<file path="src/hw/rtl/lmbs_pkg.sv">
// shared constants, register codes and structs of the bit-plane scanner
// no dependencies
`default_nettype none

package lmbs_pkg;

  localparam int unsigned PLANES   = 3;
  localparam int unsigned ROWS     = 16;
  localparam int unsigned COLUMNS  = 16;

  localparam int unsigned ENTRIES  = PLANES * ROWS;
  localparam int unsigned ADDR_W   = (ENTRIES > 1) ? $clog2(ENTRIES) : 1;
  localparam int unsigned PLANE_W  = 2;
  localparam int unsigned ROW_W    = (ROWS > 1) ? $clog2(ROWS) : 1;
  localparam int unsigned FROW_W   = 4;
  localparam int unsigned COL_W    = 16;
  localparam int unsigned TICK_W   = 8;
  localparam int unsigned LIT_W    = 4;
  localparam int unsigned ON_TIMES = 3;

  localparam int unsigned APB_ADDR_W = 5;
  localparam int unsigned APB_DATA_W = 32;

  localparam logic [COL_W-1:0]  COL_MASK      = COL_W'((32'd1 << COLUMNS) - 32'd1);
  localparam logic [TICK_W-1:0] FIRST_COMPARE = 8'd20;
  localparam logic [TICK_W-1:0] ON_TIME_RESET [ON_TIMES] = '{8'd3, 8'd4, 8'd22};

  typedef enum logic [2:0] {
    REG_ON_TIME0 = 3'd0,
    REG_ON_TIME1 = 3'd1,
    REG_ON_TIME2 = 3'd2,
    REG_LIT_ROW  = 3'd3,
    REG_SCAN_EN  = 3'd4
  } reg_idx_e;

  // register contents plus one-cycle events from enable writes
  typedef struct packed {
    logic [ON_TIMES-1:0][TICK_W-1:0] on_time;
    logic [LIT_W-1:0]                lit_row;
    logic                            scan_en;
    logic                            restart;
    logic                            blank;
  } cfg_t;

  typedef struct packed {
    logic              we;
    logic [ADDR_W-1:0] waddr;
    logic [COL_W-1:0]  wdata;
    logic              re;
    logic [ADDR_W-1:0] raddr;
  } ram_req_t;

  // per-transaction result of the counter stage
  typedef struct packed {
    logic               load;
    logic               entry_ok;
    logic [PLANE_W-1:0] plane;
    logic [ROW_W-1:0]   row;
    logic               led;
    logic               dummy;
    logic               frame;
  } scan_res_t;

endpackage

`default_nettype wire

</file>
<file path="src/hw/rtl/lmbs_ram.sv">
// generic single-port-write, single-port-read ram with registered read data
// no dependencies
`default_nettype none

module lmbs_ram #(
  parameter int unsigned WIDTH = 16,
  parameter int unsigned DEPTH = 48
) (
  input  wire logic                     clk_i,
  input  wire logic                     we_i,
  input  wire logic [$clog2(DEPTH)-1:0] waddr_i,
  input  wire logic [WIDTH-1:0]         wdata_i,
  input  wire logic                     re_i,
  input  wire logic [$clog2(DEPTH)-1:0] raddr_i,
  output logic      [WIDTH-1:0]         rdata_o
);

  logic [WIDTH-1:0] mem_q [DEPTH];
  logic [WIDTH-1:0] rdata_q;

  always_ff @(posedge clk_i) begin
    if (we_i) begin
      mem_q[waddr_i] <= wdata_i;
    end
    if (re_i) begin
      rdata_q <= mem_q[raddr_i];
    end
  end

  assign rdata_o = rdata_q;

endmodule

`default_nettype wire

</file>
<file path="src/hw/rtl/lmbs_regs.sv">
// apb register file: plane on-times, lit row, scan enable
// depends on lmbs_pkg
`default_nettype none

module lmbs_regs
  import lmbs_pkg::*;
(
  input  wire logic                  clk_i,
  input  wire logic                  rst_ni,
  input  wire logic                  psel,
  input  wire logic                  penable,
  input  wire logic                  pwrite,
  input  wire logic [APB_ADDR_W-1:0] paddr,
  input  wire logic [APB_DATA_W-1:0] pwdata,
  output logic      [APB_DATA_W-1:0] prdata,
  output logic                       pready,
  output cfg_t                       cfg_o
);

  logic [ON_TIMES-1:0][TICK_W-1:0] on_time_q, on_time_d;
  logic [LIT_W-1:0]                lit_row_q, lit_row_d;
  logic                            scan_en_q, scan_en_d;
  logic                            wr_en;
  reg_idx_e                        idx;

  assign wr_en  = psel && penable && pwrite;
  assign idx    = reg_idx_e'(paddr[APB_ADDR_W-1:2]);
  assign pready = 1'b1;

  always_comb begin
    on_time_d = on_time_q;
    lit_row_d = lit_row_q;
    scan_en_d = scan_en_q;
    if (wr_en) begin
      case (idx)
        REG_ON_TIME0: on_time_d[0] = pwdata[TICK_W-1:0];
        REG_ON_TIME1: on_time_d[1] = pwdata[TICK_W-1:0];
        REG_ON_TIME2: on_time_d[2] = pwdata[TICK_W-1:0];
        REG_LIT_ROW:  lit_row_d    = pwdata[LIT_W-1:0];
        REG_SCAN_EN:  scan_en_d    = pwdata[0];
        default:      ;
      endcase
    end
  end

  always_comb begin
    case (idx)
      REG_ON_TIME0: prdata = APB_DATA_W'(on_time_q[0]);
      REG_ON_TIME1: prdata = APB_DATA_W'(on_time_q[1]);
      REG_ON_TIME2: prdata = APB_DATA_W'(on_time_q[2]);
      REG_LIT_ROW:  prdata = APB_DATA_W'(lit_row_q);
      REG_SCAN_EN:  prdata = APB_DATA_W'(scan_en_q);
      default:      prdata = '0;
    endcase
  end

  always_ff @(posedge clk_i or negedge rst_ni) begin
    if (!rst_ni) begin
      for (int i = 0; i < ON_TIMES; i++) begin
        on_time_q[i] <= ON_TIME_RESET[i];
      end
      lit_row_q <= '0;
      scan_en_q <= 1'b1;
    end else begin
      on_time_q <= on_time_d;
      lit_row_q <= lit_row_d;
      scan_en_q <= scan_en_d;
    end
  end

  always_comb begin
    cfg_o.on_time = on_time_q;
    cfg_o.lit_row = lit_row_q;
    cfg_o.scan_en = scan_en_q;
    // re-enable restarts the tick counter, disable blanks the columns
    cfg_o.restart = wr_en && (idx == REG_SCAN_EN) && pwdata[0] && !scan_en_q;
    cfg_o.blank   = wr_en && (idx == REG_SCAN_EN) && !pwdata[0];
  end

endmodule

`default_nettype wire

</file>
<file path="src/hw/rtl/lmbs_scan.sv">
// tick counter, plane and row sequencer, frame store request and entry valid bits
// depends on lmbs_pkg
`default_nettype none

module lmbs_scan
  import lmbs_pkg::*;
(
  input  wire logic               clk_i,
  input  wire logic               rst_ni,
  input  wire logic               accept_i,
  input  wire logic               kind_i,
  input  wire logic [PLANE_W-1:0] wr_plane_i,
  input  wire logic [FROW_W-1:0]  wr_row_i,
  input  wire logic [COL_W-1:0]   wr_bits_i,
  input  wire cfg_t               cfg_i,
  output ram_req_t                ram_req_o,
  output scan_res_t               res_o
);

  localparam int unsigned PI_W  = PLANE_W + 1;
  localparam int unsigned RI_W  = ROW_W + 1;
  localparam int unsigned CMP_W = ROW_W + LIT_W;

  logic [TICK_W-1:0]  tick_q, tick_d;
  logic [TICK_W-1:0]  cmp_q, cmp_d;
  logic [PLANE_W-1:0] plane_q, plane_d;
  logic [ROW_W-1:0]   row_q, row_d;
  logic               led_q, led_d;
  logic               dummy_q, dummy_d;
  logic [ENTRIES-1:0] valid_q, valid_d;

  logic               step, match, plane_wrap, row_wrap, wr_ok;
  logic [PI_W-1:0]    plane_inc;
  logic [RI_W-1:0]    row_inc;
  logic [ROW_W-1:0]   row_nx;
  logic [ADDR_W-1:0]  waddr, raddr;

  assign step       = accept_i && !kind_i && cfg_i.scan_en;
  assign match      = (tick_q == cmp_q);
  assign plane_inc  = PI_W'(plane_q) + PI_W'(1);
  assign plane_wrap = plane_inc >= PI_W'(PLANES);
  assign row_inc    = RI_W'(row_q) + RI_W'(1);
  assign row_wrap   = row_inc >= RI_W'(ROWS);
  assign row_nx     = row_wrap ? '0 : row_inc[ROW_W-1:0];

  assign wr_ok = accept_i && kind_i && (32'(wr_plane_i) < PLANES) && (32'(wr_row_i) < ROWS);
  assign waddr = ADDR_W'(ADDR_W'(wr_plane_i) * ADDR_W'(ROWS) + ADDR_W'(wr_row_i));
  assign raddr = ADDR_W'(ADDR_W'(plane_d) * ADDR_W'(ROWS) + ADDR_W'(row_d));

  always_comb begin
    tick_d  = tick_q;
    cmp_d   = cmp_q;
    plane_d = plane_q;
    row_d   = row_q;
    led_d   = led_q;
    dummy_d = dummy_q;
    valid_d = valid_q;
    if (cfg_i.restart) begin
      tick_d = '0;
      cmp_d  = FIRST_COMPARE;
    end
    if (step) begin
      if (match) begin
        tick_d = '0;
        if (plane_wrap) begin
          plane_d = '0;
          row_d   = row_nx;
          led_d   = (CMP_W'(row_nx) == CMP_W'(cfg_i.lit_row));
          dummy_d = !led_d;
        end else begin
          plane_d = plane_inc[PLANE_W-1:0];
        end
        cmp_d = cfg_i.on_time[plane_d];
      end else begin
        tick_d = tick_q + TICK_W'(1);
      end
    end
    if (wr_ok) begin
      valid_d[waddr] = 1'b1;
    end
  end

  always_ff @(posedge clk_i or negedge rst_ni) begin
    if (!rst_ni) begin
      tick_q  <= '0;
      cmp_q   <= FIRST_COMPARE;
      plane_q <= '0;
      row_q   <= '0;
      led_q   <= 1'b0;
      dummy_q <= 1'b0;
      valid_q <= '0;
    end else begin
      tick_q  <= tick_d;
      cmp_q   <= cmp_d;
      plane_q <= plane_d;
      row_q   <= row_d;
      led_q   <= led_d;
      dummy_q <= dummy_d;
      valid_q <= valid_d;
    end
  end

  always_comb begin
    ram_req_o.we    = wr_ok;
    ram_req_o.waddr = waddr;
    ram_req_o.wdata = wr_bits_i & COL_MASK;
    ram_req_o.re    = step && match;
    ram_req_o.raddr = raddr;

    res_o.load     = step && match;
    // never-written entries read as zero
    res_o.entry_ok = valid_q[raddr];
    res_o.plane    = plane_d;
    res_o.row      = row_d;
    res_o.led      = led_d;
    res_o.dummy    = dummy_d;
    res_o.frame    = step && match && plane_wrap && row_wrap;
  end

endmodule

`default_nettype wire

</file>
<file path="src/hw/rtl/led_matrix_bitplane_scanner.sv">
// top level of the led matrix bit-plane scanner
// depends on lmbs_pkg, lmbs_regs, lmbs_scan, lmbs_ram
//
// usage
//   input channel: kind_i selects a timer tick (0) or a frame store write (1)
//   with wr_plane_i, wr_row_i, wr_bits_i. every input transaction produces
//   exactly one output transaction with the column levels, row driver
//   states, frame pulse and the plane and row now shown
//   pipeline: the result is registered from the counter stage into the
//   read stage, then into the output register. throughput is one
//   transaction per cycle unless stalled, set by the single frame store
//   read issued in the counter stage for a tick that matches
//   the stall: while the output register holds an unaccepted result the
//   read stage keeps its transaction and ram data; in_stall_o rises only
//   when both are full, so one result may wait while the next is taken
//   reset: counters and drivers clear, the compare value is 20, on-times
//   come up as 3, 4, 22. per-entry valid flops make the whole frame store
//   read as zero right after reset, no clearing pass is needed. the user
//   configures via the apb port with no transaction in flight (not enforced)
`default_nettype none

module led_matrix_bitplane_scanner
  import lmbs_pkg::*;
(
  input  wire logic                  clk_i,
  input  wire logic                  rst_ni,
  // input channel
  input  wire logic                  in_valid_i,
  output logic                       in_stall_o,
  input  wire logic                  kind_i,
  input  wire logic [PLANE_W-1:0]    wr_plane_i,
  input  wire logic [FROW_W-1:0]     wr_row_i,
  input  wire logic [COL_W-1:0]      wr_bits_i,
  // output channel
  output logic                       out_valid_o,
  input  wire logic                  out_stall_i,
  output logic      [COL_W-1:0]      column_bits_o,
  output logic                       led_row_on_o,
  output logic                       dummy_row_on_o,
  output logic                       frame_done_o,
  output logic      [PLANE_W-1:0]    shown_plane_o,
  output logic      [FROW_W-1:0]     shown_row_o,
  // configuration port
  input  wire logic                  psel,
  input  wire logic                  penable,
  input  wire logic                  pwrite,
  input  wire logic [APB_ADDR_W-1:0] paddr,
  input  wire logic [APB_DATA_W-1:0] pwdata,
  output logic      [APB_DATA_W-1:0] prdata,
  output logic                       pready
);

  cfg_t      cfg;
  ram_req_t  ram_req;
  scan_res_t scan_res;
  logic      accept;
  logic [COL_W-1:0] rdata;

  // read stage and output register
  logic             s1_valid_q, s1_valid_d;
  scan_res_t        s1_q;
  logic             s1_move;
  logic [COL_W-1:0] s1_col;
  logic [COL_W-1:0] column_q, column_d;

  logic               out_valid_q, out_valid_d;
  logic [COL_W-1:0]   out_col_q;
  logic               out_led_q, out_dummy_q, out_frame_q;
  logic [PLANE_W-1:0] out_plane_q;
  logic [ROW_W-1:0]   out_row_q;

  lmbs_regs u_regs (
    .clk_i   (clk_i),
    .rst_ni  (rst_ni),
    .psel    (psel),
    .penable (penable),
    .pwrite  (pwrite),
    .paddr   (paddr),
    .pwdata  (pwdata),
    .prdata  (prdata),
    .pready  (pready),
    .cfg_o   (cfg)
  );

  lmbs_scan u_scan (
    .clk_i      (clk_i),
    .rst_ni     (rst_ni),
    .accept_i   (accept),
    .kind_i     (kind_i),
    .wr_plane_i (wr_plane_i),
    .wr_row_i   (wr_row_i),
    .wr_bits_i  (wr_bits_i),
    .cfg_i      (cfg),
    .ram_req_o  (ram_req),
    .res_o      (scan_res)
  );

  // frame store: written by write transactions, read on a counter match.
  // a read is always issued in a later cycle than any earlier write,
  // so no forwarding is needed
  lmbs_ram #(
    .WIDTH (COL_W),
    .DEPTH (ENTRIES)
  ) u_frame_store (
    .clk_i   (clk_i),
    .we_i    (ram_req.we),
    .waddr_i (ram_req.waddr),
    .wdata_i (ram_req.wdata),
    .re_i    (ram_req.re),
    .raddr_i (ram_req.raddr),
    .rdata_o (rdata)
  );

  // read stage moves on when the output register is empty or draining
  assign s1_move    = s1_valid_q && (!out_valid_q || !out_stall_i);
  assign in_stall_o = s1_valid_q && out_valid_q && out_stall_i;
  assign accept     = in_valid_i && !in_stall_o;

  // column levels: refreshed on a match, held otherwise
  always_comb begin
    if (s1_q.load) begin
      s1_col = s1_q.entry_ok ? (rdata & COL_MASK) : '0;
    end else begin
      s1_col = column_q;
    end
  end

  always_comb begin
    s1_valid_d = s1_valid_q;
    if (accept) begin
      s1_valid_d = 1'b1;
    end else if (s1_move) begin
      s1_valid_d = 1'b0;
    end

    out_valid_d = out_valid_q && out_stall_i;
    if (s1_move) begin
      out_valid_d = 1'b1;
    end

    column_d = column_q;
    if (cfg.blank) begin
      // disabling scan clears the held column levels at once
      column_d = '0;
    end else if (s1_move) begin
      column_d = s1_col;
    end
  end

  always_ff @(posedge clk_i or negedge rst_ni) begin
    if (!rst_ni) begin
      s1_valid_q  <= 1'b0;
      out_valid_q <= 1'b0;
      column_q    <= '0;
    end else begin
      s1_valid_q  <= s1_valid_d;
      out_valid_q <= out_valid_d;
      column_q    <= column_d;
    end
  end

  always_ff @(posedge clk_i) begin
    if (accept) begin
      s1_q <= scan_res;
    end
    if (s1_move) begin
      out_col_q   <= s1_col;
      out_led_q   <= s1_q.led;
      out_dummy_q <= s1_q.dummy;
      out_frame_q <= s1_q.frame;
      out_plane_q <= s1_q.plane;
      out_row_q   <= s1_q.row;
    end
  end

  assign out_valid_o    = out_valid_q;
  assign column_bits_o  = out_col_q;
  assign led_row_on_o   = out_led_q;
  assign dummy_row_on_o = out_dummy_q;
  assign frame_done_o   = out_frame_q;
  assign shown_plane_o  = out_plane_q;
  assign shown_row_o    = FROW_W'(out_row_q);

endmodule

`default_nettype wire

</file>
<file path="config.mk">
export PLATFORM = sky130hd
export DESIGN_NAME = led_matrix_bitplane_scanner
export DESIGN_NICKNAME = d
export VERILOG_FILES = /design/src/hw/rtl/lmbs_pkg.sv /design/src/hw/rtl/lmbs_ram.sv /design/src/hw/rtl/lmbs_regs.sv /design/src/hw/rtl/lmbs_scan.sv /design/src/hw/rtl/led_matrix_bitplane_scanner.sv
export SDC_FILE = /design/constraint.sdc
export NUM_CORES = 1
export LEC_CHECK = 0
export ABC_CLOCK_PERIOD_IN_PS = 4500
export BUFFER_PORTS_ARGS = -buffer_cell sky130_fd_sc_hd__buf_2
export CAP_MARGIN = 30
export CORE_MARGIN = 10
export CORE_UTILIZATION = 40
export DETAILED_ROUTE_END_ITERATION = 16
export HOLD_SLACK_MARGIN = 0.1
export PLACE_DENSITY_LB_ADDON = 0.12
export SETUP_SLACK_MARGIN = 0.3
export SLEW_MARGIN = 5
export SYNTH_ARGS = -nofsm -noshare
export SYNTH_HDL_FRONTEND = slang
export SYNTH_SLANG_ARGS = --single-unit
</file>
<file path="constraint.sdc">
create_clock -name clk_i -period 4.5 [get_ports clk_i]
set_clock_uncertainty 0.2 [all_clocks]
set_input_delay 0.9 -clock clk_i [delete_from_list [all_inputs] [get_ports clk_i]]
set_output_delay 0.9 -clock clk_i [all_outputs]
set_load 0.1 [all_outputs]
</file>
* Word-level counts from Yosys, hierarchy flattened
Memories as Yosys holds them, arrays and structs flattened. A register that Yosys moved wholly into a read port is not among the register bits.
Cells that the tools add are included.
** Word-level totals
- Flip-flop bits (word level) :: 155
- RAM bits :: 768
- Output and inout bits :: 60
- Logic and storage cells :: 121
- Memories :: 1
** Memory list
- u_frame_store.mem_q :: words 48, bits a word 16, rd ports 1, clocked after Yosys merged registers in 1, write ports 1, line lmbs_ram.sv:18 : logic [WIDTH-1:0] mem_q [DEPTH];
** Cells by class
- $add $sub $neg :: 5
- $lt $le $gt $ge :: 7
- Eq/ne operators :: 6
- Mux-type cells :: 37
- Bitwise operators :: 1
- Reduce and logical (&&, ||, !) cells :: 36
** Operator list (number)
- two-way mux 16 bit :: 4
- two-way mux 8 bit :: 7
- OR 48 bit :: 1
- case mux 8 bit (5 select lines) :: 1
- logical AND 1 bit :: 19
- binary-select mux 8 bit (select 2 bit) :: 1
- two-way mux 4 bit :: 4
- less-than comparator 6 x 7 -> 1 bit (second input constant) :: 2
- two-way mux 1 bit :: 13
- adder 6 x 4 -> 6 bit :: 2
- two-way mux 2 bit :: 5
- AND reduction 2 bit :: 5
- adder 8 x 1 -> 8 bit (second input constant) :: 1
- == test 8 bit :: 1
- zero test 1 bit :: 7
- binary-select mux 1 bit (select 6 bit) :: 1
- demux 1 bit (select 6 bit) :: 1
- == test 3 x 2 -> 1 bit (second input constant) :: 2
- greater-or-equal comparator 6 x 1 -> 1 bit (second input constant) :: 1
- nonzero test 2 bit :: 3
- adder 4 x 1 -> 5 bit (second input constant) :: 1
- greater-or-equal comparator 5 bit (second input constant) :: 1
- == test 4 bit :: 1
- adder 2 x 1 -> 3 bit (second input constant) :: 1
- 7 further kinds :: 7

* Depth between registers and ports, before layout
- Depth in word-level cells :: 12
- Gate-level depth with buffers :: 17
- Gate-level depth less buffers :: 11

* By module
A second synthesis with hierarchy kept.
** Unflattened totals
- Cells, all modules :: 2188
- Area, all modules :: 38349.3 um^2
** Modules (own cells, without submodules)
- lmbs_ram :: times used 1, cells each 1499, area an instance 30460.5 um^2
- lmbs_scan :: times used 1, cells each 403, area an instance 4028.9 um^2
- led_matrix_bitplane_scanner :: times used 1, cells each 154, area an instance 2179.6 um^2
- lmbs_regs :: times used 1, cells each 132, area an instance 1680.4 um^2

* Worst setup path after synthesis
OpenSTA, ideal clock, no wires.
- Kind :: input-to-output
- From :: input paddr[2]
- To :: output prdata[0]
- Data arrival time :: 3.196 ns
- Required time :: 3.400 ns
- Setup slack :: 0.204 ns
- Stages on the path :: 4
- Path through :: clkbuf_1 -> buf_1 -> a31oi_1 -> o22ai_1
** On the way
- Longest elaborated chain between the ends :: 2
- Elaborated cells on any way between the ends :: 6
- Classes of those cells :: 4 x eq/ne; 1 x mux; 1 x reduce/logical
** Ends and longest elaborated chain
- start, declared :: line led_matrix_bitplane_scanner.sv:47 : input wire logic [APB_ADDR_W-1:0] paddr,
- == test 3 bit, or another cell as far along :: line lmbs_regs.sv:47 : case (idx)
- case mux 8 bit (5 select lines) (*) :: line lmbs_regs.sv:47
- end, declared :: line led_matrix_bitplane_scanner.sv:49 : output logic [APB_DATA_W-1:0] prdata,
Mark *: on every way between the ends. The rest lies on a longest branch, timed or not.

* Worst setup path after layout
- From :: register u_scan.cmp_q[4]
- To :: register u_frame_store.rdata_q[5] (netlist: u_frame_store.rdata_o[5]), read port of u_frame_store.mem_q, data pin
** On the way
- Longest elaborated chain between the ends :: 4
- Elaborated cells on any way between the ends :: 7
- Classes of those cells :: 1 x add/sub; 1 x eq/ne; 4 x mux; 1 x reduce/logical
** Ends and longest elaborated chain
- start, declared :: line lmbs_scan.sv:25 : logic [TICK_W-1:0] cmp_q, cmp_d;
- start signal, assigned :: line lmbs_scan.sv:94 : cmp_q <= cmp_d;
- == test 8 bit (*) :: line lmbs_scan.sv:39 : assign match = (tick_q == cmp_q);
- two-way mux 4 bit / two-way mux 2 bit (equally long branches) :: line lmbs_scan.sv:63 : if (match) begin
- two-way mux 4 bit / two-way mux 2 bit (equally long branches) :: line lmbs_scan.sv:62 : if (step) begin
- adder 6 x 4 -> 6 bit :: line lmbs_scan.sv:48 : assign raddr = ADDR_W'(ADDR_W'(plane_d) * ADDR_W'(ROWS) + ADDR_W'(row_d));
- end, declared :: line lmbs_ram.sv:19 : logic [WIDTH-1:0] rdata_q;
Marks and branches as above.
A chain may end at the register's enable or synchronous reset.

==> results.toml <==
[status]
status = "complete, no violations"

[floorplanning]
io-pin-count = 127
initial_utilization_pct = 40.4
core-area_um2 = 93500
dieHeight_um = 327
die_x_um = 327
dieArea_um2 = 107000
rows = 112

[global_routing]
grt_pass1_vias = 23473
antenna_found_initial = 10
grt_max_degree = 63
grt_pass1_wl_mm = 157
grt_overflow = 0
grt_use_total_pct = 19.5

[power_and_ir_drop]
p_clk_share_pct = 39.7
p_int_mw = 15.8
leakagePower_nw = 15.7
p_comb_share_pct = 14.0
power_density_nw_per_um2 = 484
p_sw_mw = 5.69
power_frac_seq_pct = 46.3
total_power_mw = 21.5
p_sw_share_pct = 26.5
ir_worst_vdd_uv = 350

[timing]
setup-tns-final_ns = 0
timing_hold_violations_final = 0
worst_pin_slew_ns = 0.968
fin_crit_ns = 4.05
max_freq_mhz = 247
rsz0062_at_grt = "no"
period_share_pct = 90.0
relSlewSlack_pct = 35.5
slew_viol_final = 0
finalSetupViolations = 0

[routing]
ant_nets = 0
drc = 0
viasPerCell = 5.56
drt_first_pass_iters = 5
drt_iter0_drc = 2270
via_count = 23890
wl_per_cell_um = 24.9
routed_wl_mm = 107

[layout]
final_common_cell = "edfxtp_1"
area_growth_pct = 17.6
layout-drive-gt1-share_pct = 17.9
regArea_um2 = 27600
nets = 3024
multiInputGateArea_um2 = 9330
n_fill_cell = 8174
final_cell_mix = "edfxtp_1, nand2_1, a21oi_1"

[setup_path]
cp.arrival_ns = 4.24
critical_path_required_ns = 4.68
cp-start-kind = "register"
crit_type = "register to register"
cp_max_fo = 33
crit_path_end_kind = "register"

[synth]
yosysSeqAreaShare_pct = 73.1
syn_inst = 2765
syn_area_um2 = 37800
yosys_warnings = 0
ys.flop_type = "edfxtp_1"
synthArstFlopShare_pct = 12.7
synth_edf_count = 820
ys_types = 57
synth-seq-cells = 939
avgSynthCellArea_um2 = 13.7

[clock_network]
path_clk_slew_ns = 0.06
clock_path_buffers = 3
cts_made_buffers = 103
htree_levels = 3
post_cts_buffers = 0
cts_tree = "yes"
cts_sinks = 939
clk_latency_ns = 0.69
root_buffer = "clkbuf_16"

[worst_hold_path]
hold_path_class = "register to register"

[place]
hpwl_mm = 62.7
io_buffers = 75
gp_congestion = 0.810

[job]
drv_cap = 0
[worst max-delay path, stage by stage (launching register included)]
cell and delay (ns):
dfstp_2 0.55, xnor2_1 0.14, nand4_1 0.26, or4_1 0.62, and2_4 0.27, buf_12 0.20, buf_12 0.22, mux2i_1 0.26
a221oi_1 0.15, nor4_1 0.44, buf_4 0.23, o221ai_1 0.14
[cell type report]
| type | instances | share of cell area, % |
|---|---|---|
| Multi-Input combinational cell | 1633 | 21.0 |
| Clock buffer | 128 | 6.25 |
| Timing Repair Buffer | 268 | 5.39 |
| Tap cell | 1254 | 3.53 |
| Inverter | 10 | 0.118 |
| Sequential cell | 939 | 62.2 |
| Clock inverter | 65 | 1.52 |
| Antenna cell | 2 | 0.0113 |
[logic make-up (layout without fill, tap and decap cells)]
kind of cell	after synthesis	count (layout)	synth area share [%]
mux	110	110	3.12
xor+xnor	16	16	0.371
compound gates	502	502	9.16
simple gates	978	978	11.4
other cells	2	27	0.0199
buf+inv	216	471	2.70
flops	939	939	73.1
fa+ha+maj	2	2	0.0663
[synthesized netlist by cell type, types with 6 or more instances]
cell	count	area, um^2
and2_1	6	37.5
o221ai_1	16	140
a311oi_1	49	429
nor4_1	34	213
mux2i_1	77	771
and3_1	54	338
dfrtp_1	110	2750
clkbuf_1	116	435
nand2b_1	18	113
a21oi_1	182	911
buf_1	11	41.3
buf_4	36	270
inv_1	8	30.0
dfstp_2	9	236
o21ai_0	21	105
nor2_1	118	443
nand3_1	102	510
a32o_1	33	330
mux2_2	30	338
a211oi_1	34	255
xnor2_1	15	131
nand2_1	556	2090
buf_2	40	200
o21ai_1	16	80.1
or2_2	48	300
nor3_1	18	90.1
a31oi_1	39	244
a221oi_1	97	850
edfxtp_1	820	24600
[registers in the layout, summed over array words and instances, names as in the netlist, 8 cells and up]
| name | cells |
|---|---|
| column_q | 16 |
| u_frame_store.rdata_o | 16 |
| column_bits_o | 16 |
| u_scan.valid_q | 48 |
| u_regs.cfg_o | 24 |
| u_frame_store.mem_q | 768 |
| u_scan.tick_q | 8 |
| s1_q | 11 |
| u_scan.cmp_q | 8 |
[stage by stage]
stage                     hold slack, ns  area (um^2)  cells  util (%)  worst slack, ns
final                              0.219        44400   4299      47.5            0.448
after global routing               0.214        44400   4297      47.5            0.311
after CTS                          0.220        44200   4288      47.3            0.452
after detailed placement           0.205        40700   4094      43.6           0.0916
after global placement             0.214        40600   4089      43.5            0.105
after floorplan                    0.200        37800   2788         -            0.332
[worst paths after layout]
kind | startpoint | cells after the start | end | slack (ns)
max in group asynchronous | rst_ni | 3 | u_scan.valid_q[26]$_DFFE_PN0P_ | 2.71
worst max register to register | u_scan.cmp_q[4]$_DFF_PN1_ | 11 | u_frame_store.rdata_o[5]$_DFFE_PN_ | 0.45
min in group asynchronous | rst_ni | 2 | u_regs.cfg_o[23]$_DFFE_PN0P_ | 0.54
worst min-delay path | s1_q[6]$_DFFE_PN_ | 0 | shown_row_o[3]$_DFFE_PP_ | 0.22
worst min register to register | s1_q[6]$_DFFE_PN_ | 0 | shown_row_o[3]$_DFFE_PP_ | 0.22
worst max-delay path | u_scan.cmp_q[4]$_DFF_PN1_ | 11 | u_frame_store.rdata_o[5]$_DFFE_PN_ | 0.45
[power groups by stage]
stage / clock network [mW] / logic (mW) / registers, mW
final: 8.53 / 3.00 / 9.95
after global routing: 9.04 / 3.24 / 9.98
after CTS: 8.69 / 2.97 / 9.96
after detailed placement: 0 / 2.96 / 10.1
after global placement: 0 / 2.91 / 10.1
after floorplan: 0 / 1.69 / 10.3
[layer usage]
metal | up-vias | part of all wire [%] | GRT usage, %
met5 | - | 0.070 | 0
met4 | 10 | 3.1 | 6.39
met3 | 171 | 6.8 | 3.63
met2 | 816 | 47 | 31.1
met1 | 12104 | 43 | 26.7
li1 | 10789 | - | -
[what timing repair did]
item | 4_1_cts | 5_1_grt
hold endpoints to repair | 28 | 0
endpoints found under the setup margin | 0 | 4
gates resized for setup | 0 | 4
hold buffers | 1 | 0
Note: power is estimated with default switching activity, not from simulation.
